--- src/rtl/priority_retry_message_queue_macros.svh ---
// Assertion macros shared by the priority retry message queue RTL.
// Depends on nothing; included by the modules that carry assertions.
`ifndef PRIORITY_RETRY_MESSAGE_QUEUE_MACROS_SVH
`define PRIORITY_RETRY_MESSAGE_QUEUE_MACROS_SVH

// The consequent must hold in the same cycle as the antecedent.
`define PRMQ_ASSERT_SAME(label, clk, rst_n, ante, cons) \
	label: assert property (@(posedge clk) disable iff (!rst_n) (ante) |-> (cons)) \
		else $error("prmq: same-cycle check failed");

// The consequent must hold in the cycle after the antecedent.
`define PRMQ_ASSERT_NEXT(label, clk, rst_n, ante, cons) \
	label: assert property (@(posedge clk) disable iff (!rst_n) (ante) |=> (cons)) \
		else $error("prmq: next-cycle check failed");

`endif

--- src/rtl/prmq_pkg.sv ---
// Package for the priority retry message queue: widths, codes and beat types.
// Depends on nothing; used by the front, back and top modules and by the testbench.
`timescale 1ns / 1ps

package prmq_pkg;

	localparam int DEPTH_DEFAULT = 16;
	localparam int PAYLOAD_BITS  = 32;
	localparam int MAC_BITS      = 48;
	localparam int TIME_BITS     = 32;
	localparam int TRIES_BITS    = 4;
	localparam int TOTAL_BITS    = 32;
	localparam int FILL_BITS     = 5;
	localparam int QLIMIT_BITS   = 5;
	localparam int RLIMIT_BITS   = 4;
	localparam int CFG_DATA_BITS = 5;

	// Depths of the command queue and the result queue.
	localparam int CMD_DEPTH = 2;
	localparam int RES_DEPTH = 4;

	localparam logic [QLIMIT_BITS-1:0] QUEUE_LIMIT_RESET = 5'd16;
	localparam logic [RLIMIT_BITS-1:0] RETRY_LIMIT_RESET = 4'd3;
	localparam logic [TRIES_BITS-1:0]  TRIES_MAX         = 4'hF;

	typedef enum logic [1:0] {
		FUNC_ENQUEUE = 2'd0,
		FUNC_DEQUEUE = 2'd1,
		FUNC_RETRY   = 2'd2,
		FUNC_CLEAR   = 2'd3
	} func_t;

	typedef enum logic [2:0] {
		STATUS_QUEUED        = 3'd0,
		STATUS_QUEUED_DROP   = 3'd1,
		STATUS_POPPED        = 3'd2,
		STATUS_EMPTY         = 3'd3,
		STATUS_REQUEUED      = 3'd4,
		STATUS_EXHAUSTED     = 3'd5,
		STATUS_REFUSED_FULL  = 3'd6,
		STATUS_CLEARED       = 3'd7
	} status_t;

	typedef enum logic [0:0] {
		CFG_QUEUE_LIMIT = 1'b0,
		CFG_RETRY_LIMIT = 1'b1
	} cfg_reg_t;

	typedef struct packed {
		func_t                   func;
		logic [MAC_BITS-1:0]     node_mac;
		logic [PAYLOAD_BITS-1:0] payload_handle;
		logic                    urgent;
		logic [TRIES_BITS-1:0]   tries_so_far;
		logic [TIME_BITS-1:0]    now_ms;
	} in_item_t;

	typedef struct packed {
		status_t                 status;
		logic [MAC_BITS-1:0]     out_mac;
		logic [PAYLOAD_BITS-1:0] out_payload;
		logic [TIME_BITS-1:0]    out_time;
		logic [TRIES_BITS-1:0]   out_tries;
		logic                    out_urgent;
		logic [FILL_BITS-1:0]    fill_level;
		logic                    is_empty;
		logic                    is_full;
		logic [TOTAL_BITS-1:0]   dropped_total;
		logic [TOTAL_BITS-1:0]   received_total;
	} result_t;

	// One stored message.
	typedef struct packed {
		logic [MAC_BITS-1:0]     mac;
		logic [PAYLOAD_BITS-1:0] payload;
		logic [TIME_BITS-1:0]    stamp;
		logic [TRIES_BITS-1:0]   tries;
		logic                    urgent;
	} entry_t;

	// Classified command handed from the front to the back.
	typedef struct packed {
		func_t  op;
		logic   retry_ok;
		entry_t entry;
	} cmd_t;

endpackage

--- src/rtl/prmq_ram.sv ---
// Generic single-write, single-read RAM with registered read data.
// Depends on nothing; holds the message entries of the queue.
`timescale 1ns / 1ps

module prmq_ram #(
	parameter int WIDTH = 8,
	parameter int DEPTH = 16
) (
	input  logic                     clk,
	input  logic                     we,
	input  logic [$clog2(DEPTH)-1:0] waddr,
	input  logic [WIDTH-1:0]         wdata,
	input  logic                     re,
	input  logic [$clog2(DEPTH)-1:0] raddr,
	output logic [WIDTH-1:0]         rdata
);

	logic [WIDTH-1:0] mem_q [DEPTH];

	// Write port.
	always_ff @(posedge clk) begin
		if (we) begin
			mem_q[waddr] <= wdata;
		end
	end

	// Registered read port.
	always_ff @(posedge clk) begin
		if (re) begin
			rdata <= mem_q[raddr];
		end
	end

endmodule

--- src/rtl/prmq_fifo.sv ---
// Small register-based FIFO used for the command and result queues.
// Depends on nothing.
`timescale 1ns / 1ps

module prmq_fifo #(
	parameter int WIDTH = 8,
	parameter int DEPTH = 2
) (
	input  logic                       clk,
	input  logic                       arst_n,
	input  logic                       push,
	input  logic [WIDTH-1:0]           wdata,
	input  logic                       pop,
	output logic [WIDTH-1:0]           rdata,
	output logic                       full,
	output logic                       empty,
	output logic [$clog2(DEPTH+1)-1:0] level
);

	localparam int PTR_W = $clog2(DEPTH);
	localparam int LVL_W = $clog2(DEPTH + 1);
	localparam logic [PTR_W-1:0] LAST_PTR = PTR_W'(DEPTH - 1);
	localparam logic [LVL_W-1:0] FULL_LVL = LVL_W'(DEPTH);

	logic [WIDTH-1:0] slot_q [DEPTH];
	logic [PTR_W-1:0] wr_ptr_q;
	logic [PTR_W-1:0] rd_ptr_q;
	logic [LVL_W-1:0] level_q;
	logic             push_ok;
	logic             pop_ok;

	assign full    = (level_q == FULL_LVL);
	assign empty   = (level_q == '0);
	assign level   = level_q;
	assign rdata   = slot_q[rd_ptr_q];
	assign push_ok = push && !full;
	assign pop_ok  = pop && !empty;

	// Pointers and fill level.
	always_ff @(posedge clk or negedge arst_n) begin
		if (!arst_n) begin
			wr_ptr_q <= '0;
			rd_ptr_q <= '0;
			level_q  <= '0;
		end else begin
			if (push_ok) begin
				wr_ptr_q <= (wr_ptr_q == LAST_PTR) ? '0 : PTR_W'(wr_ptr_q + 1'b1);
			end
			if (pop_ok) begin
				rd_ptr_q <= (rd_ptr_q == LAST_PTR) ? '0 : PTR_W'(rd_ptr_q + 1'b1);
			end
			if (push_ok && !pop_ok) begin
				level_q <= LVL_W'(level_q + 1'b1);
			end else if (pop_ok && !push_ok) begin
				level_q <= LVL_W'(level_q - 1'b1);
			end
		end
	end

	// Slot storage.
	always_ff @(posedge clk) begin
		if (push_ok) begin
			slot_q[wr_ptr_q] <= wdata;
		end
	end

endmodule

--- src/rtl/prmq_front.sv ---
// Front end: accepts input beats, decodes them into commands and queues them.
// Depends on prmq_pkg and prmq_fifo.
`timescale 1ns / 1ps

module prmq_front (
	input  logic                                 clk,
	input  logic                                 arst_n,
	input  logic                                 push,
	input  prmq_pkg::in_item_t                   req,
	output logic                                 full,
	input  logic [prmq_pkg::RLIMIT_BITS-1:0]     retry_limit,
	output prmq_pkg::cmd_t                       cmd,
	output logic                                 cmd_valid,
	input  logic                                 cmd_take
);

	prmq_pkg::cmd_t                          cmd_in;
	logic [prmq_pkg::TRIES_BITS-1:0]         tries_inc;
	logic                                    cmd_empty;
	logic [$bits(prmq_pkg::cmd_t)-1:0]       cmd_vec;

	// Saturating retry count and the requeue decision.
	always_comb begin
		tries_inc = (req.tries_so_far == prmq_pkg::TRIES_MAX) ? prmq_pkg::TRIES_MAX
			: prmq_pkg::TRIES_BITS'(req.tries_so_far + 1'b1);
		cmd_in.op             = req.func;
		cmd_in.retry_ok       = (tries_inc < retry_limit);
		cmd_in.entry.mac      = req.node_mac;
		cmd_in.entry.payload  = req.payload_handle;
		cmd_in.entry.stamp    = req.now_ms;
		cmd_in.entry.urgent   = req.urgent;
		cmd_in.entry.tries    = (req.func == prmq_pkg::FUNC_RETRY) ? tries_inc : '0;
	end

	// Command queue between the front and the back.
	prmq_fifo #(
		.WIDTH ($bits(prmq_pkg::cmd_t)),
		.DEPTH (prmq_pkg::CMD_DEPTH)
	) u_cmd_fifo (
		.clk    (clk),
		.arst_n (arst_n),
		.push   (push),
		.wdata  (cmd_in),
		.pop    (cmd_take),
		.rdata  (cmd_vec),
		.full   (full),
		.empty  (cmd_empty),
		.level  ()
	);

	assign cmd       = prmq_pkg::cmd_t'(cmd_vec);
	assign cmd_valid = !cmd_empty;

endmodule

--- src/rtl/prmq_back.sv ---
// Back end: executes queued commands on the ring buffer, builds result beats
// and queues them. Depends on prmq_pkg, prmq_ram, prmq_fifo and the macro header.
`timescale 1ns / 1ps
`include "priority_retry_message_queue_macros.svh"

module prmq_back #(
	parameter int DEPTH = prmq_pkg::DEPTH_DEFAULT
) (
	input  logic                                 clk,
	input  logic                                 arst_n,
	input  prmq_pkg::cmd_t                       cmd,
	input  logic                                 cmd_valid,
	output logic                                 cmd_take,
	input  logic [prmq_pkg::QLIMIT_BITS-1:0]     queue_limit,
	output prmq_pkg::result_t                    rsp,
	output logic                                 empty,
	input  logic                                 pop
);

	localparam int IDX_W = $clog2(DEPTH);
	localparam int CNT_W = $clog2(DEPTH + 1);
	localparam int LIM_W = (CNT_W > prmq_pkg::QLIMIT_BITS) ? CNT_W : prmq_pkg::QLIMIT_BITS;
	localparam int RL_W  = $clog2(prmq_pkg::RES_DEPTH + 1);
	localparam logic [IDX_W-1:0] LAST_IDX   = IDX_W'(DEPTH - 1);
	localparam logic [IDX_W:0]   DEPTH_WRAP = (IDX_W + 1)'(DEPTH);
	localparam logic [LIM_W-1:0] DEPTH_LIM  = LIM_W'(DEPTH);
	localparam logic [LIM_W-1:0] ONE_LIM    = LIM_W'(1);
	localparam logic [RL_W:0]    RES_ROOM   = (RL_W + 1)'(prmq_pkg::RES_DEPTH);

	// Ring state.
	logic [IDX_W-1:0]                  head_q, head_d;
	logic [CNT_W-1:0]                  count_q, count_d;
	logic [prmq_pkg::TOTAL_BITS-1:0]   drop_q, drop_d;
	logic [prmq_pkg::TOTAL_BITS-1:0]   recv_q, recv_d;

	// Derived ring values.
	logic [LIM_W-1:0]                  lim_raw;
	logic [LIM_W-1:0]                  limit;
	logic                              at_limit;
	logic [IDX_W-1:0]                  head_inc;
	logic [IDX_W-1:0]                  head_dec;
	logic [IDX_W:0]                    tail_sum;
	logic [IDX_W-1:0]                  tail;

	// Memory control.
	logic                              wr_en;
	logic [IDX_W-1:0]                  wr_addr;
	logic                              rd_en;
	logic [$bits(prmq_pkg::entry_t)-1:0] rd_vec;
	prmq_pkg::entry_t                  rd_entry;

	// Result stage and result queue.
	logic                              issue;
	prmq_pkg::status_t                 status_d;
	logic                              valid_s1;
	logic                              popped_s1;
	prmq_pkg::result_t                 res_s1;
	prmq_pkg::result_t                 res_out;
	logic                              res_full;
	logic [RL_W-1:0]                   res_level;
	logic [$bits(prmq_pkg::result_t)-1:0] rsp_vec;

	// Effective limit: zero acts as one, anything above the depth as the depth.
	always_comb begin
		lim_raw = LIM_W'(queue_limit);
		if (lim_raw == '0) begin
			limit = ONE_LIM;
		end else if (lim_raw > DEPTH_LIM) begin
			limit = DEPTH_LIM;
		end else begin
			limit = lim_raw;
		end
		at_limit = (LIM_W'(count_q) >= limit);
	end

	// Ring pointer arithmetic modulo the depth.
	always_comb begin
		head_inc = (head_q == LAST_IDX) ? '0 : IDX_W'(head_q + 1'b1);
		head_dec = (head_q == '0) ? LAST_IDX : IDX_W'(head_q - 1'b1);
		tail_sum = (IDX_W + 1)'(head_q) + (IDX_W + 1)'(count_q);
		tail     = (tail_sum >= DEPTH_WRAP) ? IDX_W'(tail_sum - DEPTH_WRAP) : IDX_W'(tail_sum);
	end

	// Issue a command only while the result queue has room for it.
	assign issue    = cmd_valid &&
		(((RL_W + 1)'(res_level) + (RL_W + 1)'(valid_s1)) < RES_ROOM);
	assign cmd_take = issue;

	// Command execution.
	always_comb begin
		head_d   = head_q;
		count_d  = count_q;
		drop_d   = drop_q;
		recv_d   = recv_q;
		status_d = prmq_pkg::STATUS_CLEARED;
		wr_en    = 1'b0;
		wr_addr  = tail;
		rd_en    = 1'b0;
		case (cmd.op)
			prmq_pkg::FUNC_ENQUEUE: begin
				wr_en  = issue;
				recv_d = recv_q + 1'b1;
				if (at_limit) begin
					// The front entry gives way; the count stays the same.
					drop_d   = drop_q + 1'b1;
					status_d = prmq_pkg::STATUS_QUEUED_DROP;
					if (cmd.entry.urgent) begin
						wr_addr = head_q;
					end else begin
						head_d = head_inc;
					end
				end else begin
					status_d = prmq_pkg::STATUS_QUEUED;
					count_d  = CNT_W'(count_q + 1'b1);
					if (cmd.entry.urgent) begin
						wr_addr = head_dec;
						head_d  = head_dec;
					end
				end
			end
			prmq_pkg::FUNC_DEQUEUE: begin
				if (count_q == '0) begin
					status_d = prmq_pkg::STATUS_EMPTY;
				end else begin
					status_d = prmq_pkg::STATUS_POPPED;
					rd_en    = issue;
					head_d   = head_inc;
					count_d  = CNT_W'(count_q - 1'b1);
				end
			end
			prmq_pkg::FUNC_RETRY: begin
				if (!cmd.retry_ok) begin
					drop_d   = drop_q + 1'b1;
					status_d = prmq_pkg::STATUS_EXHAUSTED;
				end else if (at_limit) begin
					drop_d   = drop_q + 1'b1;
					status_d = prmq_pkg::STATUS_REFUSED_FULL;
				end else begin
					wr_en    = issue;
					count_d  = CNT_W'(count_q + 1'b1);
					status_d = prmq_pkg::STATUS_REQUEUED;
				end
			end
			default: begin
				head_d   = '0;
				count_d  = '0;
				status_d = prmq_pkg::STATUS_CLEARED;
			end
		endcase
	end

	// Ring state registers.
	always_ff @(posedge clk or negedge arst_n) begin
		if (!arst_n) begin
			head_q  <= '0;
			count_q <= '0;
			drop_q  <= '0;
			recv_q  <= '0;
		end else if (issue) begin
			head_q  <= head_d;
			count_q <= count_d;
			drop_q  <= drop_d;
			recv_q  <= recv_d;
		end
	end

	// Message storage.
	prmq_ram #(
		.WIDTH ($bits(prmq_pkg::entry_t)),
		.DEPTH (DEPTH)
	) u_ram (
		.clk   (clk),
		.we    (wr_en),
		.waddr (wr_addr),
		.wdata (cmd.entry),
		.re    (rd_en),
		.raddr (head_q),
		.rdata (rd_vec)
	);

	assign rd_entry = prmq_pkg::entry_t'(rd_vec);

	// Result stage: waits for the registered memory read.
	always_ff @(posedge clk or negedge arst_n) begin
		if (!arst_n) begin
			valid_s1 <= 1'b0;
		end else begin
			valid_s1 <= issue;
		end
	end

	always_ff @(posedge clk) begin
		if (issue) begin
			popped_s1             <= rd_en;
			res_s1.status         <= status_d;
			res_s1.out_mac        <= '0;
			res_s1.out_payload    <= '0;
			res_s1.out_time       <= '0;
			res_s1.out_tries      <= '0;
			res_s1.out_urgent     <= 1'b0;
			res_s1.fill_level     <= prmq_pkg::FILL_BITS'(count_d);
			res_s1.is_empty       <= (count_d == '0);
			res_s1.is_full        <= (LIM_W'(count_d) >= limit);
			res_s1.dropped_total  <= drop_d;
			res_s1.received_total <= recv_d;
		end
	end

	// Merge the popped message into the result beat.
	always_comb begin
		res_out = res_s1;
		if (popped_s1) begin
			res_out.out_mac     = rd_entry.mac;
			res_out.out_payload = rd_entry.payload;
			res_out.out_time    = rd_entry.stamp;
			res_out.out_tries   = rd_entry.tries;
			res_out.out_urgent  = rd_entry.urgent;
		end
	end

	// Result queue toward the consumer.
	prmq_fifo #(
		.WIDTH ($bits(prmq_pkg::result_t)),
		.DEPTH (prmq_pkg::RES_DEPTH)
	) u_res_fifo (
		.clk    (clk),
		.arst_n (arst_n),
		.push   (valid_s1),
		.wdata  (res_out),
		.pop    (pop),
		.rdata  (rsp_vec),
		.full   (res_full),
		.empty  (empty),
		.level  (res_level)
	);

	assign rsp = prmq_pkg::result_t'(rsp_vec);

	// The head pointer stays inside the ring, and the count never passes the depth.
	`PRMQ_ASSERT_SAME(a_head_in_ring, clk, arst_n, 1'b1, ({1'b0, head_q} < DEPTH_WRAP))
	`PRMQ_ASSERT_SAME(a_count_bounded, clk, arst_n, 1'b1, ((IDX_W + 1)'(count_q) <= DEPTH_WRAP))
	// The issue credit keeps a result beat from meeting a full result queue.
	`PRMQ_ASSERT_SAME(a_no_result_overflow, clk, arst_n, valid_s1, !res_full)
	// A clear leaves an empty ring rooted at slot zero.
	`PRMQ_ASSERT_NEXT(a_clear_resets_ring, clk, arst_n, (issue && (cmd.op == prmq_pkg::FUNC_CLEAR)), ((count_q == '0) && (head_q == '0)))

endmodule

--- src/rtl/priority_retry_message_queue.sv ---
// A result beat passes the command queue and the result stage register before the result queue.
// Throughput: one beat per cycle while both queues have room; each issued command updates the ring head and count.
// The result stage exists to wait for the registered read of the message memory.
// Reset clears the ring pointers, the fill count and both totals; the queue limit returns to 16
// and the retry limit to 3. Stored messages are undefined until written; no clearing pass.
`timescale 1ns / 1ps

module priority_retry_message_queue #(
	parameter int DEPTH = prmq_pkg::DEPTH_DEFAULT
) (
	input  logic                                   clk,
	input  logic                                   arst_n,
	input  logic                                   push,
	input  prmq_pkg::in_item_t                     req,
	output logic                                   full,
	output prmq_pkg::result_t                      rsp,
	output logic                                   empty,
	input  logic                                   pop,
	input  logic                                   cfg_we,
	input  logic [0:0]                             cfg_index,
	input  logic [prmq_pkg::CFG_DATA_BITS-1:0]     cfg_data
);

	logic [prmq_pkg::QLIMIT_BITS-1:0] queue_limit_q;
	logic [prmq_pkg::RLIMIT_BITS-1:0] retry_limit_q;
	prmq_pkg::cmd_t                   cmd;
	logic                             cmd_valid;
	logic                             cmd_take;

	// Configuration registers.
	always_ff @(posedge clk or negedge arst_n) begin
		if (!arst_n) begin
			queue_limit_q <= prmq_pkg::QUEUE_LIMIT_RESET;
			retry_limit_q <= prmq_pkg::RETRY_LIMIT_RESET;
		end else if (cfg_we) begin
			case (prmq_pkg::cfg_reg_t'(cfg_index))
				prmq_pkg::CFG_QUEUE_LIMIT: begin
					queue_limit_q <= cfg_data;
				end
				prmq_pkg::CFG_RETRY_LIMIT: begin
					retry_limit_q <= cfg_data[prmq_pkg::RLIMIT_BITS-1:0];
				end
				default: begin
				end
			endcase
		end
	end

	// Decode and queue incoming beats.
	prmq_front u_front (
		.clk         (clk),
		.arst_n      (arst_n),
		.push        (push),
		.req         (req),
		.full        (full),
		.retry_limit (retry_limit_q),
		.cmd         (cmd),
		.cmd_valid   (cmd_valid),
		.cmd_take    (cmd_take)
	);

	// Execute commands on the ring and queue the results.
	prmq_back #(
		.DEPTH (DEPTH)
	) u_back (
		.clk         (clk),
		.arst_n      (arst_n),
		.cmd         (cmd),
		.cmd_valid   (cmd_valid),
		.cmd_take    (cmd_take),
		.queue_limit (queue_limit_q),
		.rsp         (rsp),
		.empty       (empty),
		.pop         (pop)
	);

endmodule

--- config.mk ---
export PLATFORM = sky130hd
export DESIGN_NAME = priority_retry_message_queue
export DESIGN_NICKNAME = d
export VERILOG_FILES = /design/src/rtl/prmq_pkg.sv /design/src/rtl/prmq_ram.sv /design/src/rtl/prmq_fifo.sv /design/src/rtl/prmq_front.sv /design/src/rtl/prmq_back.sv /design/src/rtl/priority_retry_message_queue.sv
export VERILOG_INCLUDE_DIRS = /design/src /design/src/rtl
export SDC_FILE = /design/constraint.sdc
export NUM_CORES = 2
export LEC_CHECK = 0
export BUFFER_PORTS_ARGS = -buffer_cell sky130_fd_sc_hd__buf_2
export CELL_PAD_IN_SITES_DETAIL_PLACEMENT = 0
export CELL_PAD_IN_SITES_GLOBAL_PLACEMENT = 1
export CORE_ASPECT_RATIO = 1.4
export CORE_MARGIN = 1
export CORE_UTILIZATION = 56
export CTS_BUF_LIST = sky130_fd_sc_hd__clkbuf_16
export CTS_CLUSTER_DIAMETER = 80
export DETAILED_ROUTE_END_ITERATION = 8
export PLACE_DENSITY = 0.77
export SYNTH_ARGS = -nofsm -noshare
export SYNTH_HDL_FRONTEND = slang
export SYNTH_SLANG_ARGS = --single-unit
--- constraint.sdc ---
create_clock -name clk -period 10 [get_ports clk]
set_clock_uncertainty 0.2 [all_clocks]
set_input_delay 2 -clock clk [delete_from_list [all_inputs] [get_ports clk]]
set_output_delay 2 -clock clk [all_outputs]
set_load 0.02 [all_outputs]
==> key figures <==
Synthesis
  • YS warnings: 0
  • Distinct cell type count of the synthesized netlist: 66
  • Register bit total from synthesis: 3,162
  • Cells after Synth: 5,006
  • Net Count, Synth: 5,169
  • Post-Syn Area per Cell: 23.77 µm²
  • Number of flops mapped to enable cells by yosys: 3,068
  • Main flop type after synthesis: sky130_fd_sc_hd__edfxtp_1
  • Share of the yosys chip area belonging to registers: 79.40%
  • Async S/R FF share, synth: 2.973%
  • Post-Syn Area: 119,000 µm²

Global routing
  • Largest net degree at the start of global routing: 121
  • Global-route total usage across every layer: 23.64%
  • Antenna violations before repair: 28
  • GRT Residual Overflow: 0
  • Vias in the first global route: 54,810
  • First-pass GRT wire length: 367.7 mm

STA
  • Transition time at the pin with the least slew margin: 1248 ps
  • Endpoints failing hold: 0
  • Relative slew margins: 15.94%
  • Final critical-path share of the clock period: 59.31%
  • Unrepaired setup endpoints after global routing: false
  • Setup violators final: 0
  • Period minus WS final: 5931 ps
  • Max Clk Rate: 0.1686 GHz
  • Final TNS setup: 0 ps
  • Max-slew violation total from the final report: 0

Clocking
  • Clock H-tree levels: 5
  • Post-cts gate resize count: 0
  • TritonCTS clock tree: done
  • Clock input transition at the sequential cells of the worst setup and hold paths: 60 ps
  • Clock Sink Count: 3,162
  • Clock insertion delay at the later pin of the skew report: 840 ps
  • Buffer type at the clock tree root: sky130_fd_sc_hd__clkbuf_16
  • Clock buffer count from CTS: 291
  • Buffer count from post-CTS setup fixing: 0
  • Max clock buf depth: 4
  • Hold-fix buffers at CTS: 0

Worst setup path
  • Crit path kind: flop to flop
  • Largest fanout on the critical path: 53
  • Most common cell type on the critical path: sky130_fd_sc_hd__inv_1
  • CP bufs+invs: 3
  • Worst Reg2Reg Path Length in Cells: 10
  • Largest stage delay, worst path: 960 ps
  • Flop-to-flop setup slack: 4070 ps
  • Capture instance of the worst register-to-register path: u_back.u_ram.mem_q[2][115]$_DFFE_PP_
  • Kind of launch point of the worst setup path: flop
  • CP Capture Type: flop
  • Worst R2R Start: queue_limit_q[4]$_DFFE_PN1P_
  • Kind of cell adding the most delay to the critical path: compound AO/OA/AOI/OAI gates
  • CP Cell Sequence: inv_1, nand2_1, ha_1, o211ai_1, inv_1, a21oi_1, o311ai_0, nand3b_1, nor2b_4, buf_4
  • Critical path required time: 10,230 ps
  • Worst EP arrival: 6160 ps
  • Crit-path slowest cell: sky130_fd_sc_hd__nor2b_4

Floorplanning
  • Vertical extent of the die: 547.4 µm
  • Top Ports: 323
  • Starting utilization of the core area: 56.49%
  • Die area: 214,400 µm²
  • Die outline width: 391.6 µm
  • Core Footprint: 210,600 µm²
  • Number of rows created at floorplan: 199

Route
  • Per-cell routed wire length: 29.34 µm
  • Vias: 52,710
  • Detailed-route vias per instance: 6.185
  • Remaining routing DRC violations: 0
  • Length of routed met3 wiring: 20.11 mm
  • First-pass DRT Iterations: 5
  • Max layer used: met5
  • Routed length on met1: 100.1 mm
  • Detailed Route WL: 250.0 mm
  • Detailed-routed wire length on met2: 124.4 mm
  • Drt initial violations: 5,286
  • Count of nets left with antenna violations after detail routing: 0

Placed design
  • Buffers added on ports: 322
  • Global placement routability congestion: 0.8092
  • Area after DPL: 124,300 µm²
  • DPL Wire Length: 129.6 mm

Worst hold path
  • Hold endpoint: u_back.u_res_fifo.slot_q[2][19]$_DFFE_PP_
  • Min-Delay Path Depth: 0
  • Hold/Removal Path Class: flop to flop
  • HP Start: u_back.res_out[19]$_DFFE_PP_

Layout
  • Synth-to-Final Area Change: 12.46%
  • Fraction of final layout cells with drive strength greater than 1: 31.15%
  • Filler Cell Count: 13,840
  • Total Nets Final: 5,639
  • Post-layout instance area: 133,800 µm²

Outcome
  • Result of the run: completed

Power
  • Cell Pwr Density: 297.1 nW/µm²
  • Leak: 42.88 nW
  • Peak supply drop: 0.2237 mV

Flow run
  • Number of max-cap violations: 0
how the worst max path moves through the flow:
| stage | cells past startpoint | endpoint | start |
|---|---|---|---|
| global placement | 10 | u_back.u_ram.mem_q[2][114]$_DFFE_PP_ | u_back.head_q[0]$_DFFE_PN0P_ |
| CTS | 10 | u_back.u_ram.mem_q[2][115]$_DFFE_PP_ | u_back.head_q[0]$_DFFE_PN0P_ |
| detailed placement | 10 | u_back.u_ram.mem_q[2][115]$_DFFE_PP_ | u_back.head_q[0]$_DFFE_PN0P_ |
| floorplan | 11 | u_back.u_ram.mem_q[1][0]$_DFFE_PP_ | queue_limit_q[1]$_DFFE_PN0P_ |
| finish | 10 | u_back.u_ram.mem_q[2][115]$_DFFE_PP_ | queue_limit_q[4]$_DFFE_PN1P_ |
| global route | 10 | u_back.u_ram.mem_q[2][113]$_DFFE_PP_ | u_back.head_q[0]$_DFFE_PN0P_ |
cell type report:
type | instances | area (µm²) | share of cell area, %
Antenna cell | 11 | 27.53 | 0.02057
Clock buffer | 299 | 7482 | 5.591
Clock inverter | 216 | 2018 | 1.508
Inverter | 29 | 111.4 | 0.08321
Multi-Input combinational cell | 1587 | 23690 | 17.70
Sequential cell | 3162 | 94510 | 70.62
Tap cell | 2814 | 3521 | 2.631
Timing Repair Buffer | 405 | 2462 | 1.840
where the power goes:
part,total (mW),leakage (nW),switching (mW),internal (mW)
clock,11.1,4.84,4.70,6.38
combinational,9.82,8.86,5.99,3.83
sequential,18.9,29.2,0.823,18.0
total,39.8,42.9,11.5,28.2
registers in the layout, indices dropped and copies added (netlist names):
name,flops
u_back.u_res_fifo.level,3
u_back.head_q,4
u_back.u_ram.rdata,117
u_back.res_out,74
u_front.u_cmd_fifo.rd_ptr_q,1
u_front.u_cmd_fifo.level,2
u_back.u_res_fifo.wr_ptr_q,2
u_front.u_cmd_fifo.wr_ptr_q,1
u_front.u_cmd_fifo.slot_q,240
u_back.u_ram.mem_q,1872
u_back.valid_s1,1
u_back.u_res_fifo.slot_q,764
retry_limit_q,4
u_back.popped_s1,1
u_back.drop_q,32
queue_limit_q,5
u_back.u_res_fifo.rd_ptr_q,2
u_back.recv_q,32
u_back.count_q,5
through the flow:
step	hold WS (ps)	util, %	instances	power, mW	setup slack (ps)
2_1_floorplan	245.6	-	5006	25.79	1521
3_3_place_gp	267.5	59.01	7997	28.86	3901
3_5_place_dp	269.4	59.01	7997	29.13	3933
4_1_cts	278.4	63.52	8512	40.20	3896
5_1_grt	289.7	63.52	8513	41.32	3671
6_report	277.5	63.53	8523	39.76	4069
logic make-up (layout without fill, tap and decap cells):
group,Yosys count,after routing,share of synthesized area (%)
other,0,11,0
muxes,922,922,16.06
xor gates and xnor gates,134,134,0.9863
DFF,3162,3162,79.40
adders and majority gates,33,33,0.3596
and+or+nand+nor,408,408,1.836
AOI/OAI and AO/OA,90,90,0.5384
buffers and inverters,257,949,0.8170
cell usage in the layout (no fill, tap or decap), drive strengths merged, types with 63 or more instances in the layout:
cell,synthesis,routed
edfxtp,3068,3068
and2,125,125
clkinv,1,102
xnor2,65,65
nor2,80,80
dfrtp,91,91
xor2,69,69
mux4,776,776
nand2,63,63
mux2,139,139
inv,28,95
buf,76,405
clkbuf,152,299
routing by layer:
layer,up-vias,track usage [%]
li1,21990,-
met3,376,4.319
met1,28260,33.59
met2,2067,38.55
met4,16,5.616
met5,-,0
synth_stat cells, types with 5 or more instances:
library cell                  n  share of area, %
sky130_fd_sc_hd__nor3_1      24              0.10
sky130_fd_sc_hd__a21o_1       7             0.044
sky130_fd_sc_hd__nand2b_1    10             0.053
sky130_fd_sc_hd__buf_1       72              0.23
sky130_fd_sc_hd__or4_1        6             0.038
sky130_fd_sc_hd__mux2i_1      7             0.059
sky130_fd_sc_hd__xnor2_1     65              0.48
sky130_fd_sc_hd__ha_1        31              0.33
sky130_fd_sc_hd__mux4_2     776                15
sky130_fd_sc_hd__clkbuf_1   152              0.48
sky130_fd_sc_hd__xor2_1      69              0.51
sky130_fd_sc_hd__a211oi_1     7             0.044
sky130_fd_sc_hd__nor2_1      80              0.25
sky130_fd_sc_hd__dfrtp_1     91               1.9
sky130_fd_sc_hd__edfxtp_1  3068                77
sky130_fd_sc_hd__nor2b_1      9             0.047
sky130_fd_sc_hd__nand2_1     63              0.20
sky130_fd_sc_hd__o211ai_1     8             0.050
sky130_fd_sc_hd__inv_1       28             0.088
sky130_fd_sc_hd__a21oi_1     17             0.071
sky130_fd_sc_hd__nand3_1     32              0.13
sky130_fd_sc_hd__o21ai_0     16             0.067
sky130_fd_sc_hd__and3_1      13             0.068
sky130_fd_sc_hd__nor4_1       5             0.026
sky130_fd_sc_hd__nand4_1     20              0.11
sky130_fd_sc_hd__mux2_2     139               1.3
sky130_fd_sc_hd__and2_1     125              0.66
Note: power is estimated with default switching activity, not from simulation.
